## src/design/spq_pkg.sv

```systemverilog
`default_nettype none

package spq_pkg;

  // Fixed field widths of the request and result ports
  localparam int TagW  = 16;
  localparam int PrioW = 3;
  localparam int LimW  = 7;

  // Pointer table commands
  typedef enum logic [1:0] {
    PT_NOP,
    PT_APPEND,
    PT_POP,
    PT_HALVE
  } spq_pt_op_e;

  typedef struct packed {
    spq_pt_op_e             op;
    logic [PrioW-1:0]       cls;
  } spq_pt_cmd_t;

endpackage

`default_nettype wire

```

## src/design/spq_tag_mem.sv

```systemverilog
`default_nettype none

module spq_tag_mem #(
  parameter int Depth = 128,
  parameter int AddrW = 7,
  parameter int DataW = 16
) (
  input  wire logic             clk_i,
  input  wire logic             we_i,
  input  wire logic [AddrW-1:0] waddr_i,
  input  wire logic [DataW-1:0] wdata_i,
  input  wire logic             re_i,
  input  wire logic [AddrW-1:0] raddr_i,
  output logic      [DataW-1:0] rdata_o
);

  logic [DataW-1:0] mem [Depth];

  always_ff @(posedge clk_i) begin
    if (we_i) begin
      mem[waddr_i] <= wdata_i;
    end
  end

  always_ff @(posedge clk_i) begin
    if (re_i) begin
      rdata_o <= mem[raddr_i];
    end
  end

endmodule

`default_nettype wire

```

## src/design/spq_ptr_table.sv

```systemverilog
`default_nettype none

module spq_ptr_table
  import spq_pkg::*;
#(
  parameter int NCls   = 8,
  parameter int ClsW   = 3,
  parameter int QDepth = 16,
  parameter int PosW   = 4,
  parameter int CntW   = 5,
  parameter int Keep   = 8
) (
  input  wire logic              clk_i,
  input  wire logic              rst_ni,
  input  wire spq_pt_cmd_t       cmd_i,
  input  wire logic [PrioW-1:0]  rd_cls_i,
  output logic      [PosW-1:0]   rd_head_o,
  output logic      [CntW-1:0]   rd_cnt_o,
  output logic                   any_o,
  output logic      [ClsW-1:0]   top_cls_o,
  output logic      [PosW-1:0]   top_head_o,
  output logic                   top_last_o
);

  logic [PosW-1:0] head_q [NCls];
  logic [PosW-1:0] head_d [NCls];
  logic [CntW-1:0] cnt_q  [NCls];
  logic [CntW-1:0] cnt_d  [NCls];
  logic [NCls-1:0] busy;
  logic [NCls-1:0] busy_after;
  logic [ClsW-1:0] cmd_idx;

  assign cmd_idx = cmd_i.cls[ClsW-1:0];

  always_comb begin
    for (int c = 0; c < NCls; c++) begin
      busy[c] = (cnt_q[c] != '0);
    end
  end

  // Highest nonempty class wins
  always_comb begin
    top_cls_o = '0;
    for (int c = 0; c < NCls; c++) begin
      if (busy[c]) begin
        top_cls_o = ClsW'(c);
      end
    end
  end

  always_comb begin
    busy_after = busy;
    if (cnt_q[top_cls_o] == CntW'(1)) begin
      busy_after[top_cls_o] = 1'b0;
    end
  end

  assign any_o      = (busy != '0);
  assign top_head_o = head_q[top_cls_o];
  assign top_last_o = (busy_after == '0);
  assign rd_head_o  = head_q[rd_cls_i[ClsW-1:0]];
  assign rd_cnt_o   = cnt_q[rd_cls_i[ClsW-1:0]];

  always_comb begin
    head_d = head_q;
    cnt_d  = cnt_q;
    case (cmd_i.op)
      PT_APPEND: begin
        cnt_d[cmd_idx] = cnt_q[cmd_idx] + CntW'(1);
      end
      PT_POP: begin
        cnt_d[cmd_idx] = cnt_q[cmd_idx] - CntW'(1);
        if (head_q[cmd_idx] == PosW'(QDepth - 1)) begin
          head_d[cmd_idx] = '0;
        end else begin
          head_d[cmd_idx] = head_q[cmd_idx] + PosW'(1);
        end
      end
      PT_HALVE: begin
        cnt_d[cmd_idx] = CntW'(Keep);
      end
      default: begin
      end
    endcase
  end

  always_ff @(posedge clk_i or negedge rst_ni) begin
    if (!rst_ni) begin
      for (int c = 0; c < NCls; c++) begin
        head_q[c] <= '0;
        cnt_q[c]  <= '0;
      end
    end else begin
      head_q <= head_d;
      cnt_q  <= cnt_d;
    end
  end

endmodule

`default_nettype wire

```

## src/design/strict_priority_packet_queues.sv

```systemverilog
`default_nettype none

// Channel | Direction | Handshake             | Payload
// --------+-----------+-----------------------+-----------------------------------------
// in      | input     | in_valid_i/in_stall_o | kind, packet_tag, priority_req, burst_limit
// out     | output    | out_valid_o/out_stall_i | sent_tag, sent_priority, none_sent, last
//
// A receive request is taken while idle; when it overfills its class it is followed by a
// compaction pass over the tag memory.
// A send request handles each result as a memory read, then an output load; the tag memory
// has a single read port. An output stall holds the send in its wait state.
// Reset clears the head and count of every class; the tag memory needs no clearing.
// The input takes a new request whenever the control is idle, even while a result waits.

module strict_priority_packet_queues
  import spq_pkg::*;
#(
  parameter int NUM_PRIORITIES = 8,
  parameter int QUEUE_LIMIT    = 15,
  parameter int TAG_BITS       = 16,
  parameter int MAX_BURST      = 64
) (
  input  wire logic             clk_i,
  input  wire logic             rst_ni,
  input  wire logic             in_valid_i,
  output logic                  in_stall_o,
  input  wire logic             kind_i,
  input  wire logic [TagW-1:0]  packet_tag_i,
  input  wire logic [PrioW-1:0] priority_req_i,
  input  wire logic [LimW-1:0]  burst_limit_i,
  output logic                  out_valid_o,
  input  wire logic             out_stall_i,
  output logic      [TagW-1:0]  sent_tag_o,
  output logic      [PrioW-1:0] sent_priority_o,
  output logic                  none_sent_o,
  output logic                  last_o
);

  // Only classes reachable through the 3-bit priority field hold tags
  localparam int NCls     = (NUM_PRIORITIES < (1 << PrioW)) ? NUM_PRIORITIES : (1 << PrioW);
  localparam int ClsW     = (NCls > 1) ? $clog2(NCls) : 1;
  localparam int QDepth   = QUEUE_LIMIT + 1;
  localparam int PosW     = $clog2(QDepth);
  localparam int CntW     = $clog2(QDepth + 1);
  localparam int Keep     = (QDepth + 1) / 2;
  localparam int LeftW    = $clog2(Keep + 1);
  localparam int StoreW   = (TAG_BITS < TagW) ? TAG_BITS : TagW;
  localparam int AddrW    = ClsW + PosW;
  localparam int MemDepth = NCls * (1 << PosW);

  localparam logic KIND_RX = 1'b0;

  localparam logic [1:0] ST_IDLE      = 2'd0;
  localparam logic [1:0] ST_CMP       = 2'd1;
  localparam logic [1:0] ST_SEND_RD   = 2'd2;
  localparam logic [1:0] ST_SEND_WAIT = 2'd3;

  // Fold a position sum below 2 * QDepth back into the ring
  function automatic logic [PosW-1:0] wrap_pos(input logic [PosW:0] s);
    logic [PosW:0] r;
    r = s;
    if (s >= (PosW + 1)'(QDepth)) begin
      r = s - (PosW + 1)'(QDepth);
    end
    return r[PosW-1:0];
  endfunction

  logic [1:0]       state_q, state_d;

  // Compaction context
  logic [ClsW-1:0]  cmp_cls_q, cmp_cls_d;
  logic [PosW-1:0]  cmp_rd_q, cmp_rd_d;
  logic [PosW-1:0]  cmp_wr_q, cmp_wr_d;
  logic [LeftW-1:0] cmp_left_q, cmp_left_d;
  logic             cmp_pend_q, cmp_pend_d;

  // Send context
  logic [LimW-1:0]  lim_q, lim_d;
  logic [LimW-1:0]  sent_q, sent_d;
  logic [ClsW-1:0]  pri_q, pri_d;
  logic             none_q, none_d;
  logic             fin_q, fin_d;

  // Output register
  logic             out_valid_q, out_valid_d;
  logic [TagW-1:0]  tag_q, tag_d;
  logic [PrioW-1:0] opri_q, opri_d;
  logic             onone_q, onone_d;
  logic             olast_q, olast_d;

  // Memory and pointer table ports
  logic              mem_we;
  logic [AddrW-1:0]  mem_waddr;
  logic [StoreW-1:0] mem_wdata;
  logic              mem_re;
  logic [AddrW-1:0]  mem_raddr;
  logic [StoreW-1:0] mem_rdata;

  spq_pt_cmd_t       pt_cmd;
  logic [PosW-1:0]   rd_head;
  logic [CntW-1:0]   rd_cnt;
  logic              any;
  logic [ClsW-1:0]   top_cls;
  logic [PosW-1:0]   top_head;
  logic              top_last;

  logic              in_acc;
  logic              cls_ok;
  logic              out_free;
  logic [LimW-1:0]   lim_sat;

  spq_tag_mem #(
    .Depth (MemDepth),
    .AddrW (AddrW),
    .DataW (StoreW)
  ) u_tag_mem (
    .clk_i   (clk_i),
    .we_i    (mem_we),
    .waddr_i (mem_waddr),
    .wdata_i (mem_wdata),
    .re_i    (mem_re),
    .raddr_i (mem_raddr),
    .rdata_o (mem_rdata)
  );

  spq_ptr_table #(
    .NCls   (NCls),
    .ClsW   (ClsW),
    .QDepth (QDepth),
    .PosW   (PosW),
    .CntW   (CntW),
    .Keep   (Keep)
  ) u_ptr_table (
    .clk_i      (clk_i),
    .rst_ni     (rst_ni),
    .cmd_i      (pt_cmd),
    .rd_cls_i   (priority_req_i),
    .rd_head_o  (rd_head),
    .rd_cnt_o   (rd_cnt),
    .any_o      (any),
    .top_cls_o  (top_cls),
    .top_head_o (top_head),
    .top_last_o (top_last)
  );

  assign in_stall_o = (state_q != ST_IDLE);
  assign in_acc     = in_valid_i && !in_stall_o;
  assign cls_ok     = (int'(priority_req_i) < NCls);
  assign out_free   = !out_valid_q || !out_stall_i;

  // Clamp the burst limit to 1..MAX_BURST
  always_comb begin
    lim_sat = burst_limit_i;
    if (burst_limit_i == '0) begin
      lim_sat = LimW'(1);
    end else if (burst_limit_i > LimW'(MAX_BURST)) begin
      lim_sat = LimW'(MAX_BURST);
    end
  end

  always_comb begin
    state_d     = state_q;
    cmp_cls_d   = cmp_cls_q;
    cmp_rd_d    = cmp_rd_q;
    cmp_wr_d    = cmp_wr_q;
    cmp_left_d  = cmp_left_q;
    cmp_pend_d  = cmp_pend_q;
    lim_d       = lim_q;
    sent_d      = sent_q;
    pri_d       = pri_q;
    none_d      = none_q;
    fin_d       = fin_q;
    out_valid_d = out_valid_q && out_stall_i;
    tag_d       = tag_q;
    opri_d      = opri_q;
    onone_d     = onone_q;
    olast_d     = olast_q;
    mem_we      = 1'b0;
    mem_waddr   = '0;
    mem_wdata   = '0;
    mem_re      = 1'b0;
    mem_raddr   = '0;
    pt_cmd      = '{op: PT_NOP, cls: '0};

    case (state_q)
      ST_IDLE: begin
        if (in_acc) begin
          if (kind_i == KIND_RX) begin
            if (cls_ok) begin
              // Append at head + count, then compact if the class overflowed
              mem_we    = 1'b1;
              mem_waddr = {priority_req_i[ClsW-1:0],
                           wrap_pos((PosW + 1)'(rd_head) + (PosW + 1)'(rd_cnt))};
              mem_wdata = packet_tag_i[StoreW-1:0];
              pt_cmd    = '{op: PT_APPEND, cls: priority_req_i};
              if (rd_cnt == CntW'(QUEUE_LIMIT)) begin
                cmp_cls_d  = priority_req_i[ClsW-1:0];
                cmp_rd_d   = wrap_pos((PosW + 1)'(rd_head) + (PosW + 1)'(2));
                cmp_wr_d   = wrap_pos((PosW + 1)'(rd_head) + (PosW + 1)'(1));
                cmp_left_d = LeftW'(Keep - 1);
                cmp_pend_d = 1'b0;
                state_d    = ST_CMP;
              end
            end
          end else begin
            lim_d   = lim_sat;
            sent_d  = '0;
            state_d = ST_SEND_RD;
          end
        end
      end

      ST_CMP: begin
        // Read position h + 2k, write it back to h + k in the following cycle
        if (cmp_pend_q) begin
          mem_we    = 1'b1;
          mem_waddr = {cmp_cls_q, cmp_wr_q};
          mem_wdata = mem_rdata;
          cmp_wr_d  = wrap_pos((PosW + 1)'(cmp_wr_q) + (PosW + 1)'(1));
        end
        if (cmp_left_q != '0) begin
          mem_re     = 1'b1;
          mem_raddr  = {cmp_cls_q, cmp_rd_q};
          cmp_rd_d   = wrap_pos((PosW + 1)'(cmp_rd_q) + (PosW + 1)'(2));
          cmp_left_d = cmp_left_q - LeftW'(1);
        end
        cmp_pend_d = (cmp_left_q != '0);
        if ((cmp_left_q == '0) && !cmp_pend_q) begin
          pt_cmd  = '{op: PT_HALVE, cls: PrioW'(cmp_cls_q)};
          state_d = ST_IDLE;
        end
      end

      ST_SEND_RD: begin
        if (!any) begin
          none_d  = 1'b1;
          fin_d   = 1'b1;
          state_d = ST_SEND_WAIT;
        end else begin
          // Pop the head of the highest nonempty class
          mem_re    = 1'b1;
          mem_raddr = {top_cls, top_head};
          pt_cmd    = '{op: PT_POP, cls: PrioW'(top_cls)};
          pri_d     = top_cls;
          none_d    = 1'b0;
          fin_d     = ((sent_q + LimW'(1)) == lim_q) || top_last;
          sent_d    = sent_q + LimW'(1);
          state_d   = ST_SEND_WAIT;
        end
      end

      ST_SEND_WAIT: begin
        // Hold the read data until the output register frees up
        if (out_free) begin
          out_valid_d = 1'b1;
          tag_d       = none_q ? '0 : TagW'(mem_rdata);
          opri_d      = none_q ? '0 : PrioW'(pri_q);
          onone_d     = none_q;
          olast_d     = fin_q;
          state_d     = fin_q ? ST_IDLE : ST_SEND_RD;
        end
      end

      default: begin
        state_d = ST_IDLE;
      end
    endcase
  end

  always_ff @(posedge clk_i or negedge rst_ni) begin
    if (!rst_ni) begin
      state_q     <= ST_IDLE;
      cmp_left_q  <= '0;
      cmp_pend_q  <= 1'b0;
      sent_q      <= '0;
      out_valid_q <= 1'b0;
    end else begin
      state_q     <= state_d;
      cmp_left_q  <= cmp_left_d;
      cmp_pend_q  <= cmp_pend_d;
      sent_q      <= sent_d;
      out_valid_q <= out_valid_d;
    end
  end

  always_ff @(posedge clk_i) begin
    cmp_cls_q <= cmp_cls_d;
    cmp_rd_q  <= cmp_rd_d;
    cmp_wr_q  <= cmp_wr_d;
    lim_q     <= lim_d;
    pri_q     <= pri_d;
    none_q    <= none_d;
    fin_q     <= fin_d;
    tag_q     <= tag_d;
    opri_q    <= opri_d;
    onone_q   <= onone_d;
    olast_q   <= olast_d;
  end

  assign out_valid_o     = out_valid_q;
  assign sent_tag_o      = tag_q;
  assign sent_priority_o = opri_q;
  assign none_sent_o     = onone_q;
  assign last_o          = olast_q;

  a_burst_bound: assert property (@(posedge clk_i) disable iff (!rst_ni)
    (state_q == ST_SEND_RD) |-> (sent_q < lim_q))
    else $error("send burst ran past its limit");

  a_load_from_wait: assert property (@(posedge clk_i) disable iff (!rst_ni)
    $rose(out_valid_o) |-> ($past(state_q) == ST_SEND_WAIT))
    else $error("result loaded outside the send wait state");

  a_wait_holds: assert property (@(posedge clk_i) disable iff (!rst_ni)
    (state_q == ST_SEND_WAIT && out_valid_o && out_stall_i) |=> (state_q == ST_SEND_WAIT))
    else $error("send advanced while the output was stalled");

  a_empty_is_last: assert property (@(posedge clk_i) disable iff (!rst_ni)
    (out_valid_o && none_sent_o) |-> last_o)
    else $error("empty send result not marked last");

  a_cmp_no_input: assert property (@(posedge clk_i) disable iff (!rst_ni)
    (state_q == ST_CMP && cmp_pend_q) |=> (state_q == ST_CMP))
    else $error("compaction ended with a write pending");

endmodule

`default_nettype wire
```

## config.mk

```make
export PLATFORM = sky130hd
export DESIGN_NAME = strict_priority_packet_queues
export DESIGN_NICKNAME = d
export VERILOG_FILES = /design/src/design/spq_pkg.sv /design/src/design/spq_tag_mem.sv /design/src/design/spq_ptr_table.sv /design/src/design/strict_priority_packet_queues.sv
export SDC_FILE = /design/constraint.sdc
export NUM_CORES = 2
export LEC_CHECK = 0
export ABC_AREA = 1
export BUFFER_PORTS_ARGS = -buffer_cell sky130_fd_sc_hd__clkbuf_2
export CAP_MARGIN = 20
export CORE_ASPECT_RATIO = 2
export CORE_MARGIN = 2
export CORE_UTILIZATION = 53
export CTS_CLUSTER_DIAMETER = 60
export DETAILED_ROUTE_END_ITERATION = 7
export MAX_ROUTING_LAYER = met4
export PLACE_DENSITY_LB_ADDON = 0.12
export SLEW_MARGIN = 10
export SYNTH_ARGS = -nofsm -noshare
export SYNTH_HDL_FRONTEND = slang
export SYNTH_SLANG_ARGS = --single-unit
```

## constraint.sdc

```tcl
create_clock -name clk_i -period 9.6 [get_ports clk_i]
set_clock_uncertainty 0.2 [all_clocks]
set_input_delay 0.96 -clock clk_i [delete_from_list [all_inputs] [get_ports clk_i]]
set_output_delay 0.96 -clock clk_i [all_outputs]
set_load 0.1 [all_outputs]
```

==> flow_summary.yaml <==
logic_synthesis:
  ys.flop_type: "edfxtp_1"
  synth_area_um2: 97900
  yosysUniqueCellTypes: 51
  syn-mean-instance-area_um2: 10.8
  syn-num-nets: 9129
  synth_edf_count: 2108
  async_reset_ff_share_pct: 3.96
  ys.warnings.count: 0
  synth-seq-area-share_pct: 66.9
  synth_cells: 9082
  ys_ff_latch: 2195
placed_design:
  place_ws_ps: 2910
  dp_hpwl_mm: 184
  gp_congestion: 0.958
  io_buffers: 53
global_route:
  grt_overflow: 0
  grt_pass1_wl_mm: 446
  use_met2_pct: 56.4
  grt-busiest-layer: "met2"
  grt_util_met1_pct: 37.8
  grt.total_usage_pct: 33.4
  grt_max_degree: 211
  grt_pass1_vias: 66600
  use_met3_pct: 3.66
  antenna_found_initial: 5
timing:
  fin_crit_ps: 6680
  fmax_mhz: 150
  rsz0062_at_grt: "no"
  slew_headroom_pct: 17.3
  finalSetupViolations: 0
  fin_crit_sh_pct: 69.6
  tns_ps: 0
  worst_pin_slew_ps: 1240
  setup_ws_ps: 2920
  slew_violations: 0
  final-hold-violation-count: 0
drt:
  route.detailed.drc: 0
  vias: 68800
  via_per_inst: 5.98
  drtPass1Iterations: 6
  post_drt_wl_per_cell_um: 26.7
  wl_mm: 307
  drtIter0Drc: 7776
  antenna_left: 0
clock_network:
  cts_root_buf: "clkbuf_16"
  insertion_delay_ps: 880
  cts_tree: "done"
  htreeDepth: 4
  numCtsBuffers: 196
  clk_pin_slew_ps: 70
  cts_buffer_depth: 4
  cts_sinks: 2195
  ctsResizeCount: 0
  post_cts_buffers: 0
power_and_ir_drop:
  power_switching_mw: 14.2
  pwr-share-clk_pct: 24.0
  powerDensity_nw_per_um2: 306
  combPwrFrac_pct: 40.5
  p_int_mw: 18.4
  seqPwrFrac_pct: 35.5
  leakage_nw: 41.3
  vdd_drop_max_uv: 427
  switching_share_pct: 43.6
setup_path:
  cp-end-kind: "register"
  reg2reg_depth: 22
  arrival_ps: 7100
  cp_max_fo: 125
  crit_type: "reg -> reg"
  startpoint_type: "register"
  crit_required_ps: 10020
flow_run:
  max-cap-violations: 0
floorplan:
  start_util_pct: 53.2
  die_w_um: 308
  rows: 223
  core-area_um2: 184000
  io_pins: 54
  die_h_um: 612
  fp.dieArea_um2: 188000
run_status:
  status: "completed"
cells_and_area:
  area_delta_synth_final_pct: 9.11
  mostFrequentLayoutCells: "edfxtp_1, nand3_1, nand2_1"
  nNetsFinal: 9036
  final_common_cell: "edfxtp_1"
  drive_gt1_share_pct: 7.34
min_path:
  hold-path-cell-count: 1
  hp-class: "in -> reg"
-- logic make-up (layout without fill, tap and decap cells) --
| kind of cell | count (synthesis) | in the layout | synth area share, % |
|---|---|---|---|
| AOI/OAI and AO/OA | 380 | 380 | 2.10 |
| xor gates and xnor gates | 17 | 17 | 0.160 |
| adders and majority gates | 16 | 16 | 0.212 |
| buffers and inverters | 1519 | 1576 | 6.61 |
| DFF | 2195 | 2195 | 66.9 |
| other | 0 | 6 | 0 |
| and+or+nand+nor | 4955 | 4955 | 24.0 |
-- power groups by stage --
stage | combinational (mW) | clock, mW | sequential, mW
finish | 13.2 | 7.84 | 11.6
floorplan | 7.91 | 0 | 12.0
global placement | 12.9 | 0 | 11.8
CTS | 13.0 | 7.93 | 11.6
detailed placement | 13.0 | 0 | 11.8
global route | 14.0 | 8.23 | 11.6
-- worst paths after layout --
path | from | to | slack, ps
max | u_ptr_table.cnt_q[3] | u_tag_mem.rdata_o[4] | 2920
min | burst_limit_i[6] | lim_q[6] | 140
max reg2reg | u_ptr_table.cnt_q[3] | u_tag_mem.rdata_o[4] | 2920
min reg2reg | fin_q | last_o | 290
max in group asynchronous | rst_ni | u_ptr_table.head_q[27] | 7550
min in group asynchronous | rst_ni | sent_q[6] | 360
-- cells in the mapped netlist (2+ instances only) --
cell type,n,area (µm²)
o211ai_1,8,60.1
xnor2_1,6,52.6
nor2_4,5,56.3
a21oi_1,57,285
inv_2,15,56.3
nor3_1,6,30.0
nand3_1,2047,10200
ha_1,15,188
buf_4,69,518
nor4_1,3,18.8
or2_2,2,12.5
xor2_1,10,87.6
o31ai_1,3,22.5
buf_6,28,315
nor3_2,3,30.0
o21ai_1,49,245
nor2_1,581,2180
buf_1,58,218
a22o_1,7,61.3
edfxtp_1,2108,63300
nand2_4,5,56.3
nor2_2,8,50.1
nand2_2,9,56.3
dfrtp_1,87,2180
clkbuf_1,193,724
o21ai_0,206,1030
nand4_1,21,131
nand2_1,1699,6380
a31oi_1,8,50.1
a221oi_1,2,17.5
nand3b_1,560,4200
clkinv_1,3,11.3
inv_1,910,3420
o22ai_1,29,181
buf_2,243,1220
nand3_2,3,30.0
a211oi_1,2,15.0
-- critical path: stages, from the launching register on --
cell and delay (ps):
dfrtp_1 490, inv_2 180, nand4_1 220, inv_1 480, nand2_2 470, nor2_2 280, nand2_1 70, nand2_1 70
nor2_2 60, nand2_4 110, nand2_8 300, nand2_8 850, buf_4 660, buf_4 430, nand2_1 90, nand3_1 100
nand3_1 130, nand3_1 380, nand3_1 120, nand3_1 290, nand2_1 110, nand2_1 80, nand2_1 70
-- state kept, by name (all words and copies together), names as in the netlist, 2 cells and up --
signal	cells
cmp_wr_q	4
cmp_left_q	4
pri_q	3
u_ptr_table.head_q	32
u_tag_mem.rdata_o	16
sent_priority_o	3
u_ptr_table.cnt_q	40
u_tag_mem.mem	2048
sent_tag_o	16
state_q	2
cmp_rd_q	4
sent_q	7
cmp_cls_q	3
lim_q	7
-- stage by stage --
step	area, µm²	hold slack, ps	total power [mW]	utilization [%]	std cells
floorplan	97900	221	19.9	-	9082
global placement	101000	271	24.7	54.6	11200
detailed placement	101000	274	24.8	54.6	11200
CTS	107000	105	32.5	58.0	11500
global route	107000	155	33.8	58.0	11500
finish	107000	144	32.6	58.0	11500
-- routing by layer --
metal  routed length (µm)  up-vias
met3                20000      797
met1               108000    34000
met2               156000     2995
met5                    0        -
met4                23800        0
li1                     -    31000
-- repair_timing --
item	in CTS	in global routing
hold buffers	1	0
endpoints found under the setup margin	0	0
hold endpoints to repair	19	0
-- final cells by class --
cell class              count  area [µm²]
fillers                 15400       77300
flip-flops and latches   2195       65500
multi-input cells        5368       26300
clock buffers             244        5300
inverters                 928        3500
well taps                2362        2960
repair buffers            300        2380
clock inverters           104         918
diodes                      6        15.0
No activity file was read; power rests on OpenSTA's default activity.
